==> src/assert_macros.svh <==
// Assertion macros shared by the RTL.
`ifndef ASSERT_MACROS_SVH
`define ASSERT_MACROS_SVH
// Implication checked every clock, off during reset.
`define ASSERT_IMP(lbl, clk, rstn, a, c, msg) \
  lbl: assert property (@(posedge clk) disable iff (!rstn) (a) |-> (c)) else $error(msg);
// Next-cycle implication.
`define ASSERT_NXT(lbl, clk, rstn, a, c, msg) \
  lbl: assert property (@(posedge clk) disable iff (!rstn) (a) |=> (c)) else $error(msg);
`endif

==> src/efd_pkg.sv <==
// Package: types and constants of the subset builder.
`default_nettype none
package efd_pkg;
  localparam int unsigned MaskW = 16;
  localparam int unsigned IdxW  = 6;
  localparam int unsigned SrcW  = 4;

  localparam logic [1:0] RegCount  = 2'd0;
  localparam logic [1:0] RegStart  = 2'd1;
  localparam logic [1:0] RegAccept = 2'd2;

  typedef enum logic [3:0] {
    StIdle, StClInit, StClStep, StStart, StRowRd, StMove, StSrch, StSrchRd, StOut
  } state_e;

  typedef struct packed {
    logic [SrcW-1:0]  source_state;
    logic [MaskW-1:0] next_on_zero_set;
    logic [MaskW-1:0] next_on_one_set;
    logic [MaskW-1:0] epsilon_set;
    logic             last_state;
  } in_item_t;

  typedef struct packed {
    logic [IdxW-1:0]  dfa_index;
    logic [MaskW-1:0] subset_mask;
    logic [IdxW-1:0]  dfa_next_zero;
    logic [IdxW-1:0]  dfa_next_one;
    logic             accepting;
    logic             overflow;
    logic             last_row;
  } out_item_t;

  typedef struct packed {
    logic [1:0]  index;
    logic [31:0] data;
  } cfg_item_t;
endpackage
`default_nettype wire

==> src/efd_mover.sv <==
// Shared set-image unit: takes one NFA state per cycle while step_i is high, ORs its image in when bit_i is set.
`default_nettype none
module efd_mover import efd_pkg::*; (
  input  wire logic             clk_i,
  input  wire logic             clear_i,
  input  wire logic             step_i,
  input  wire logic             bit_i,
  input  wire logic [MaskW-1:0] image_i,
  output logic      [MaskW-1:0] acc_o
);
  logic [MaskW-1:0] acc_q, acc_d;
  always_comb begin
    acc_d = acc_q;
    if (clear_i) acc_d = '0;
    else if (step_i && bit_i) acc_d = acc_q | image_i;
  end
  always_ff @(posedge clk_i) begin
    acc_q <= acc_d;
  end
  assign acc_o = acc_q;
endmodule
`default_nettype wire

==> config.mk <==
export PLATFORM = sky130hd
export DESIGN_NAME = efd_mover
export DESIGN_NICKNAME = d
export VERILOG_FILES = /design/src/assert_macros.svh /design/src/efd_pkg.sv /design/src/efd_mover.sv
export SDC_FILE = /design/constraint.sdc
export NUM_CORES = 1
export LEC_CHECK = 0
export ABC_AREA = 1
export ABC_CLOCK_PERIOD_IN_PS = 800
export CELL_PAD_IN_SITES_DETAIL_PLACEMENT = 1
export CELL_PAD_IN_SITES_GLOBAL_PLACEMENT = 2
export CORE_MARGIN = 3
export CORE_UTILIZATION = 29
export CTS_CLUSTER_DIAMETER = 120
export DETAILED_ROUTE_END_ITERATION = 8
export DONT_BUFFER_PORTS = 1
export HOLD_SLACK_MARGIN = 0.1
export MAX_ROUTING_LAYER = met4
export PLACE_DENSITY = 0.76
export SETUP_SLACK_MARGIN = 0.5
export SYNTH_ARGS = -nofsm -noshare
export SYNTH_HDL_FRONTEND = slang
export SYNTH_SLANG_ARGS = --single-unit
==> constraint.sdc <==
create_clock -name clk_i -period 0.8 [get_ports clk_i]
set_input_delay 0.04 -clock clk_i [delete_from_list [all_inputs] [get_ports clk_i]]
set_output_delay 0.04 -clock clk_i [all_outputs]
set_load 0.05 [all_outputs]
==> flow_summary.toml, run 1 <==
[setup_path]
worstPathRequired_ps = 760
crit_chain = "buf_8"
crit_path_max_fanout = 2
path_class = "reg2out"
cp_data_arrival_time_ps = 780
path_buf_inv = 1
crit_path_end_kind = "output port"
startpoint_type = "flip-flop"
max_stage_delay_ps = 370
cp_slowest_cell = "dfxtp_4"
path_delay_family = "flip-flops"

[synth]
synth_area_leaders = "dfxtp_1, nand3_2, a21oi_2"
syn-cell-area_um2 = 707
postSynthAreaPerCell_um2 = 10.1
synth_seq_cells = 16
synthTopCellsByCount = "dfxtp_1, inv_1, a21oi_2, nand3_2"
synth-edff-count = 0
ys_seq_area_share_pct = 45.3
ys.flop_type = "dfxtp_1"
yosysUniqueCellTypes = 9
synth_area_leader_cell = "dfxtp_1"
synth_fp_nets = 90
ys_async_sr_fraction_pct = 0
yosys_warnings = 0
syn_inst = 70
netlist.area_leader.share_pct = 45.3

[floorplan]
fp.dieH_um = 55.4
start_util_pct = 31.4
core_area_um2 = 2250
row_count = 17
fp.dieW_um = 55.4
io_pins = 36
dieArea_um2 = 3070

[run]
drv_cap = 0

[routing]
vias_per_cell = 4.48
dr.pass1.iters = 2
wire_per_inst_um = 13.0
dr.first_iter.drc_count = 1
ant_nets = 0
vias = 582
drt_wl_total_um = 1690
drc = 0

[power_and_ir_drop]
p_leak_uw = 0.000462
power_density_nw_per_um2 = 1440
peakVddDrop_v = 0.000809
fin_total_pwr_uw = 1730

[sta]
min_period_ps = 819
setup_ws_ps = -18.8
maxSlewHeadroom_pct = 93.1
finalCritPeriodShare_pct = 102
tightestPinTransition_ps = 104
finClkSkew_ps = 0
holdWs_ps = -192
setup_viol = 16
hold_viol = 16
rsz0062_at_grt = "yes"
slew_violations = 0
tns_ps = -216
max_freq_mhz = 1220

[global_route]
grt_pass1_vias = 641
antenna_found_initial = 0
grt_pass1_wl_um = 2970
grt_use_total_pct = 12.3
grt_max_degree = 17
grt_overflow = 0

[clocking]
numClockSinks = 16
cts_made_buffers = 3
clk_pin_slew_ps = 90
cts_root_buffer = "clkbuf_4"
clk_latency_ps = 270
cts_tree = "built"
clockBufferDepth = 2
htreeDepth = 1

[final_layout]
drive_gt1_share_pct = 92.2
n_antenna_cell = 0
final_core_util_pct = 53.6
nNetsFinal = 124
final-instance-count-excl-fill = 130
largest_register_ffs = 16
areaGrowthSynthToFinish_pct = 70.8

[status]
status = "finished, violations left"
violations = "negative hold slack, negative setup slack"

[worst_hold_path]
min-delay-path-class = "in2reg"

[placement]
port_buffers = 0
globalplace.congestion = 0.645
dp_hpwl_um = 1080
dp.cells = 108
cell type report:
type                            instances  area [um2]
Fill cell                             240        1050
Timing Repair Buffer                   35         439
Sequential cell                        16         380
Multi-Input combinational cell         32         263
Inverter                               16        67.6
Tap cell                               28        35.0
Clock buffer                            3        22.5
per-layer routing:
| metal | vias up | global-route usage, % | share of wire [%] |
|---|---|---|---|
| li1 | 288 | - | - |
| met1 | 270 | 15.2 | 45 |
| met2 | 22 | 20.6 | 49 |
| met3 | 2 | 2.34 | 5.6 |
| met4 | 0 | 3.13 | 0.59 |
| met5 | - | - | 0 |
through the flow:
stage / instance area [um2] / setup slack, ps
floorplan: 767 / 173
global placement: 843 / 249
detailed placement: 843 / 244
global route: 1210 / -57.9
finish: 1210 / -18.8
CTS: 1140 / -43.7
path summary, 6_finish.rpt:
| check | start | end | slack [ps] | cells past startpoint |
|---|---|---|---|---|
| worst max-delay path | acc_o[12]$_SDFFE_PP0P_ | acc_o[12] | -20 | 1 |
| worst min-delay path | clear_i | acc_o[13]$_SDFFE_PP0P_ | -190 | 1 |
| worst min register to register | acc_o[6]$_SDFFE_PP0P_ | acc_o[6]$_SDFFE_PP0P_ | 460 | 2 |
| worst max register to register | acc_o[4]$_SDFFE_PP0P_ | acc_o[4]$_SDFFE_PP0P_ | 50 | 4 |
where the power goes:
part | switching, uW | internal [uW]
clock network | 230 | 174
logic | 231 | 242
registers | 41.7 | 817
cells by family after synthesis:
| logic type | Yosys count | share of synthesized area, % |
|---|---|---|
| AND/OR/NAND/NOR | 16 | 18.4 |
| flip-flops | 16 | 45.3 |
| buffers and inverters | 22 | 19.6 |
| AO/OA/AOI/OAI | 16 | 16.6 |
layout by cell type, fill, tap and decap left out, drive strengths merged:
cell / netlist / routed
inv: 16 / 16
clkbuf: 1 / 3
a21oi: 16 / 16
buf: 5 / 35
nand3: 16 / 16
dfxtp: 16 / 16
timing repair:
action / 4_1_cts / 5_1_grt
resized for setup: 46 / 8
endpoints found under the hold margin: 16 / 16
cloned: 0 / 0
endpoints found under the setup margin: 32 / 32
setup buffers: 13 / 6
(Power assumes the default switching activity.)
==> run 2, diff against run 1 <==
--- a/config.mk
+++ b/config.mk
@@ -7,3 +7,3 @@
 export LEC_CHECK = 0
-export ABC_AREA = 1
+export ABC_AREA = 0
 export ABC_CLOCK_PERIOD_IN_PS = 800
@@ -12,3 +12,3 @@
 export CORE_MARGIN = 3
-export CORE_UTILIZATION = 29
+export CORE_UTILIZATION = 27
 export CTS_CLUSTER_DIAMETER = 120
@@ -18,3 +18,3 @@
 export MAX_ROUTING_LAYER = met4
-export PLACE_DENSITY = 0.76
+export PLACE_DENSITY = 0.75
 export SETUP_SLACK_MARGIN = 0.5
==> constraint.sdc (replaced) <==
create_clock -name clk_i -period 0.8 [get_ports clk_i]
set_input_delay 0.24 -clock clk_i [delete_from_list [all_inputs] [get_ports clk_i]]
set_output_delay 0.24 -clock clk_i [all_outputs]
set_load 0.05 [all_outputs]
==> run 2 against run 1 <==
The flow finishes with violations (negative setup slack). Global-route usage shrank 1.6 points. Worst hold slack gained 200 ps. Sequential cell count is the same. Setup slack lost 160 ps. Via count shrank 30%. Wire length shrank 25%. Clock-buffer cell count is the same. Register-to-register slack gained 20 ps. First-iteration DRC count grew to 3.0 times the previous value. Power shrank 15%. Combinational power shrank 88%.
==> flow_summary.toml, run 2 <==
[floorplan]
fp.dieH_um = 50.8
io_pins = 36
start_util_pct = 29.8
fp.dieW_um = 50.8
row_count = 15
core_area_um2 = 1820
dieArea_um2 = 2590

[synth]
synth-edff-count = 0
synth_fp_nets = 74
synth_area_leaders = "dfxtp_1, a31oi_1, nor2_1"
synthAdderAreaFrac_pct = 0
synth_seq_cells = 16
muxShareOfSynthArea_pct = 0
ys_seq_area_share_pct = 59.0
ys_async_sr_fraction_pct = 0
synth-compound-area-share_pct = 18.4
synth_simple_gate_area_share_pct = 11.1
yosysUniqueCellTypes = 6
syn_inst = 54
synth-xor-area-share_pct = 0
synthTopCellsByCount = "a31oi_1, dfxtp_1, nor2_1"
syn-cell-area_um2 = 543
ys.flop_type = "dfxtp_1"
postSynthAreaPerCell_um2 = 10.1
netlist.area_leader.share_pct = 59.0
synth_area_leader_cell = "dfxtp_1"
yosys_warnings = 0
synth_top_family_by_area = "compound AO/OA/AOI/OAI gates"

[routing]
dr.first_iter.drc_count = 3
drc = 0
ant_nets = 0
drt_wl_total_um = 1260
vias = 408
vias_per_cell = 5.30
wire_per_inst_um = 16.4
dr.pass1.iters = 2

[final_layout]
final-instance-count-excl-fill = 77
largest_register_ffs = 16
areaGrowthSynthToFinish_pct = 11.3
n_antenna_cell = 0
nNetsFinal = 73
drive_gt1_share_pct = 38.5
final_cell_mix = "nor2_1, dfxtp_4, a31oi_1, clkbuf_4"

[clocking]
clockBufferDepth = 2
cts_root_buffer = "clkbuf_4"
cts_made_buffers = 3
numClockSinks = 16
cts_setup_buffers = 0
cts_tree = "built"
clk_pin_slew_ps = 90
clk_latency_ps = 280
htreeDepth = 1

[power_and_ir_drop]
power.share.clock_pct = 29.0
power.share.sequential_pct = 67.2
netSwitchingFraction_pct = 30.1
power_density_nw_per_um2 = 2450
comb_power_share_pct = 3.8
switchingPower_uw = 445
internal_power_uw = 1030
p_leak_uw = 0.000208
peakVddDrop_v = 0.000909

[sta]
tightestPinTransition_ps = 166
setup_ws_ps = -177
slew_violations = 0
rsz0062_at_grt = "yes"
hold_viol = 0
holdWs_ps = 4.22
max_freq_mhz = 1020
maxSlewHeadroom_pct = 89.0
finClkSkew_ps = 0
min_period_ps = 977
finalCritPeriodShare_pct = 122
setup_viol = 16

[global_route]
grt_max_degree = 17
grt_pass1_vias = 412
antenna_found_initial = 0
grt_use_total_pct = 10.7
grt_pass1_wl_um = 2000
grt_overflow = 0

[setup_path]
crit_end = "acc_o[9]"
reg2regPathDepth = 2
reg2reg_slack_ps = 70
crit_path_max_fanout = 2
worstPathRequired_ps = 560
path_class = "reg2out"
crit_path_end_kind = "output port"
critical_path.reg2reg.endpoint = "acc_o[3]$_SDFFE_PP0P_"
rr_startpoint = "acc_o[3]$_SDFFE_PP0P_"
path_depth = 0
cp-startpoint = "acc_o[9]$_SDFFE_PP0P_"
cp_data_arrival_time_ps = 740
startpoint_type = "flip-flop"

[placement]
port_buffers = 0
globalplace.congestion = 0.570
dp.cells = 73

[worst_hold_path]
min-delay-path-class = "in2reg"
whs_path_depth = 1

[status]
status = "finished, violations left"
violations = "negative setup slack"

[run]
drv_cap = 0
[run 2: layout make-up]
type	count	area (um2)
clock buffer	3	22.5
tap	25	31.3
sequential	16	380
clock inverter	1	3.75
multi-input combinational	32	166
fill	222	1220
[run 2: worst min path at each step]
stage | startpoint | endpoint | slack [ps]
after global routing | clear_i | acc_o[1]$_SDFFE_PP0P_ | -20
after CTS | clear_i | acc_o[8]$_SDFFE_PP0P_ | -7
after global placement | clear_i | acc_o[15]$_SDFFE_PP0P_ | 300
after detailed placement | clear_i | acc_o[15]$_SDFFE_PP0P_ | 310
final | clear_i | acc_o[6]$_SDFFE_PP0P_ | 4
after floorplan | image_i[0] | acc_o[0]$_SDFFE_PP0P_ | 400
[run 2: power groups by stage]
stage               logic, uW  clock network (uW)  registers (uW)
global placement         51.4                   0            1010
global route             65.4                 492             998
floorplan                 105                   0            1000
finish                   56.2                 429             993
detailed placement       56.0                   0            1010
CTS                      56.2                 461             994
[run 2: timing repair]
item                                    in CTS  in global routing
gates resized for setup                      0                  1
endpoints found under the hold margin       16                 16
endpoints found under the setup margin      32                 32
pin swaps                                    0                  0
[run 2: logic make-up after synthesis]
| family | count (synthesis) |
|---|---|
| buf+inv | 6 |
| flops | 16 |
| simple gates | 16 |
| compound gates | 16 |
[run 2: metrics by stage]
stage / worst slack (ps) / total power (uW) / instance area (um2) / TNS (ps) / utilization [%]
final: -177 / 1480 / 604 / -2750 / 33.2
after global routing: -204 / 1560 / 604 / -3210 / 33.2
after CTS: -191 / 1510 / 598 / -3010 / 32.9
after detailed placement: 73.8 / 1070 / 572 / 0 / 31.4
after global placement: 98.5 / 1060 / 572 / 0 / 31.4
after floorplan: 27.6 / 1110 / 609 / 0 / -
[run 2: metal layers]
| metal | vias to the layer above | global-route usage, % | routed length (um) |
|---|---|---|---|
| met5 | - | - | 0 |
| met2 | 19 | 17.8 | 677 |
| met1 | 200 | 11.1 | 438 |
| li1 | 184 | - | - |
| met3 | 5 | 3.21 | 107 |
| met4 | 0 | 6.73 | 36 |
==> run 3, diff against run 2 <==
- ABC_CLOCK_PERIOD_IN_PS: 800 -> 950
- CORE_UTILIZATION: 27 -> 30
- PLACE_DENSITY: 0.75 -> 0.78
- clock period: 0.8 -> 0.95 ns (I/O delays scaled with it)
==> run 3 against run 2 <==
The flow still finishes with violations (negative setup slack). Largest power group unchanged. Largest cell class unchanged. Cell area is 0.83% lower. Die area is 8.8% lower. Setup slack better by 120 ps. Clock skew did not move.
==> flow_summary.toml, run 3 (synthesis gave the netlist of run 2 again) <==
[setup_path]
rr_startpoint = "acc_o[0]$_SDFFE_PP0P_"
path_depth = 0
worstPathRequired_ps = 660
reg2regPathDepth = 2
crit_path_end_kind = "output port"
critical_path.reg2reg.endpoint = "acc_o[0]$_SDFFE_PP0P_"
crit_end = "acc_o[15]"
cp-startpoint = "acc_o[15]$_SDFFE_PP0P_"
reg2reg_slack_ps = 210
path_class = "reg2out"
startpoint_type = "flip-flop"
cp_data_arrival_time_ps = 720
crit_path_max_fanout = 2

[routing]
vias_per_cell = 5.31
dr.first_iter.drc_count = 2
wire_per_inst_um = 16.3
vias = 398
drc = 0
drt_wl_total_um = 1220
ant_nets = 0
dr.pass1.iters = 2

[sta]
rsz0062_at_grt = "yes"
setup_ws_ps = -59.6
hold_viol = 0
maxSlewHeadroom_pct = 89.0
slew_violations = 0
holdWs_ps = 58.7
max_freq_mhz = 990
tightestPinTransition_ps = 166
finClkSkew_ps = 0
min_period_ps = 1010
finalCritPeriodShare_pct = 106
setup_viol = 16

[floorplan]
dieArea_um2 = 2360
fp.dieW_um = 48.5
row_count = 14
core_area_um2 = 1610
fp.dieH_um = 48.5
io_pins = 36
start_util_pct = 33.7

[global_route]
grt_pass1_vias = 436
grt_use_total_pct = 12.0
grt_overflow = 0
grt_max_degree = 17
antenna_found_initial = 0
grt_pass1_wl_um = 2080

[final_layout]
nNetsFinal = 73
final_cell_mix = "nor2_1, dfxtp_4, a31oi_1, clkbuf_4, a31oi_2"
final-instance-count-excl-fill = 75
largest_register_ffs = 16
final_core_util_pct = 37.2
n_antenna_cell = 0
drive_gt1_share_pct = 39.2
areaGrowthSynthToFinish_pct = 10.4
fill_cells = 196

[clocking]
htreeDepth = 1
clockBufferDepth = 2
clk_latency_ps = 270
cts_root_buffer = "clkbuf_4"
clk_pin_slew_ps = 80
cts_setup_buffers = 0
numClockSinks = 16
cts_tree = "built"
cts_made_buffers = 3

[placement]
globalplace.congestion = 0.553
dp.cells = 72
port_buffers = 0

[power_and_ir_drop]
power_density_nw_per_um2 = 2030
p_leak_uw = 0.000206
peakVddDrop_v = 0.000816

[status]
violations = "negative setup slack"
status = "finished, violations left"

[worst_hold_path]
min-delay-path-class = "in2reg"

[run]
drv_cap = 0
-- run 3: what timing repair did --
item                                    CTS  global route
hold endpoints to repair                 16            16
pin swaps                                 1             0
resized for setup                         0             1
endpoints found under the setup margin   32            32
-- run 3: worst reg2reg max path, delay by kind of cell, from the launching register on --
kind | cells | cell delay (ps)
flops | 1 | 410
compound gates | 1 | 180
simple gates | 1 | 60
-- run 3: how the worst min path moves through the flow --
stage | cells after the start | slack (ps) | endpoint | startpoint
final | 1 | 60 | acc_o[11]$_SDFFE_PP0P_ | clear_i
after global placement | 1 | 340 | acc_o[0]$_SDFFE_PP0P_ | clear_i
after global routing | 1 | 30 | acc_o[14]$_SDFFE_PP0P_ | clear_i
after detailed placement | 1 | 350 | acc_o[13]$_SDFFE_PP0P_ | clear_i
after CTS | 1 | 50 | acc_o[13]$_SDFFE_PP0P_ | clear_i
after floorplan | 2 | 440 | acc_o[14]$_SDFFE_PP0P_ | image_i[14]
-- run 3: final cells by class --
class / instances / area (um2) / area share, %
multi-input combinational: 32 / 166 / 27.8
clock buffer: 3 / 22.5 / 3.76
tap: 24 / 30.0 / 5.01
sequential: 16 / 380 / 63.5
-- run 3: layer usage --
metal	wire length, um	GRT usage, %
met1	450	10.5
met5	0	-
met4	10	4.27
met2	632	20.4
met3	131	7.98
-- run 3: through the flow --
| step | area [um2] | worst slack, ps | power [uW] | setup TNS, ps |
|---|---|---|---|---|
| after detailed placement | 571 | 202 | 900 | 0 |
| after global routing | 599 | -99.5 | 1290 | -1510 |
| after floorplan | 616 | 133 | 937 | 0 |
| after global placement | 571 | 246 | 894 | 0 |
| final | 599 | -59.6 | 1220 | -883 |
| after CTS | 593 | -73.3 | 1240 | -1110 |
-- run 3: power by group --
group          leakage [uW]  switching (uW)  internal [uW]  total, uW
Combinational     0.0000500            19.5           27.5       47.1
Sequential         0.000143             146            690        836
Clock             0.0000138             186            147        333
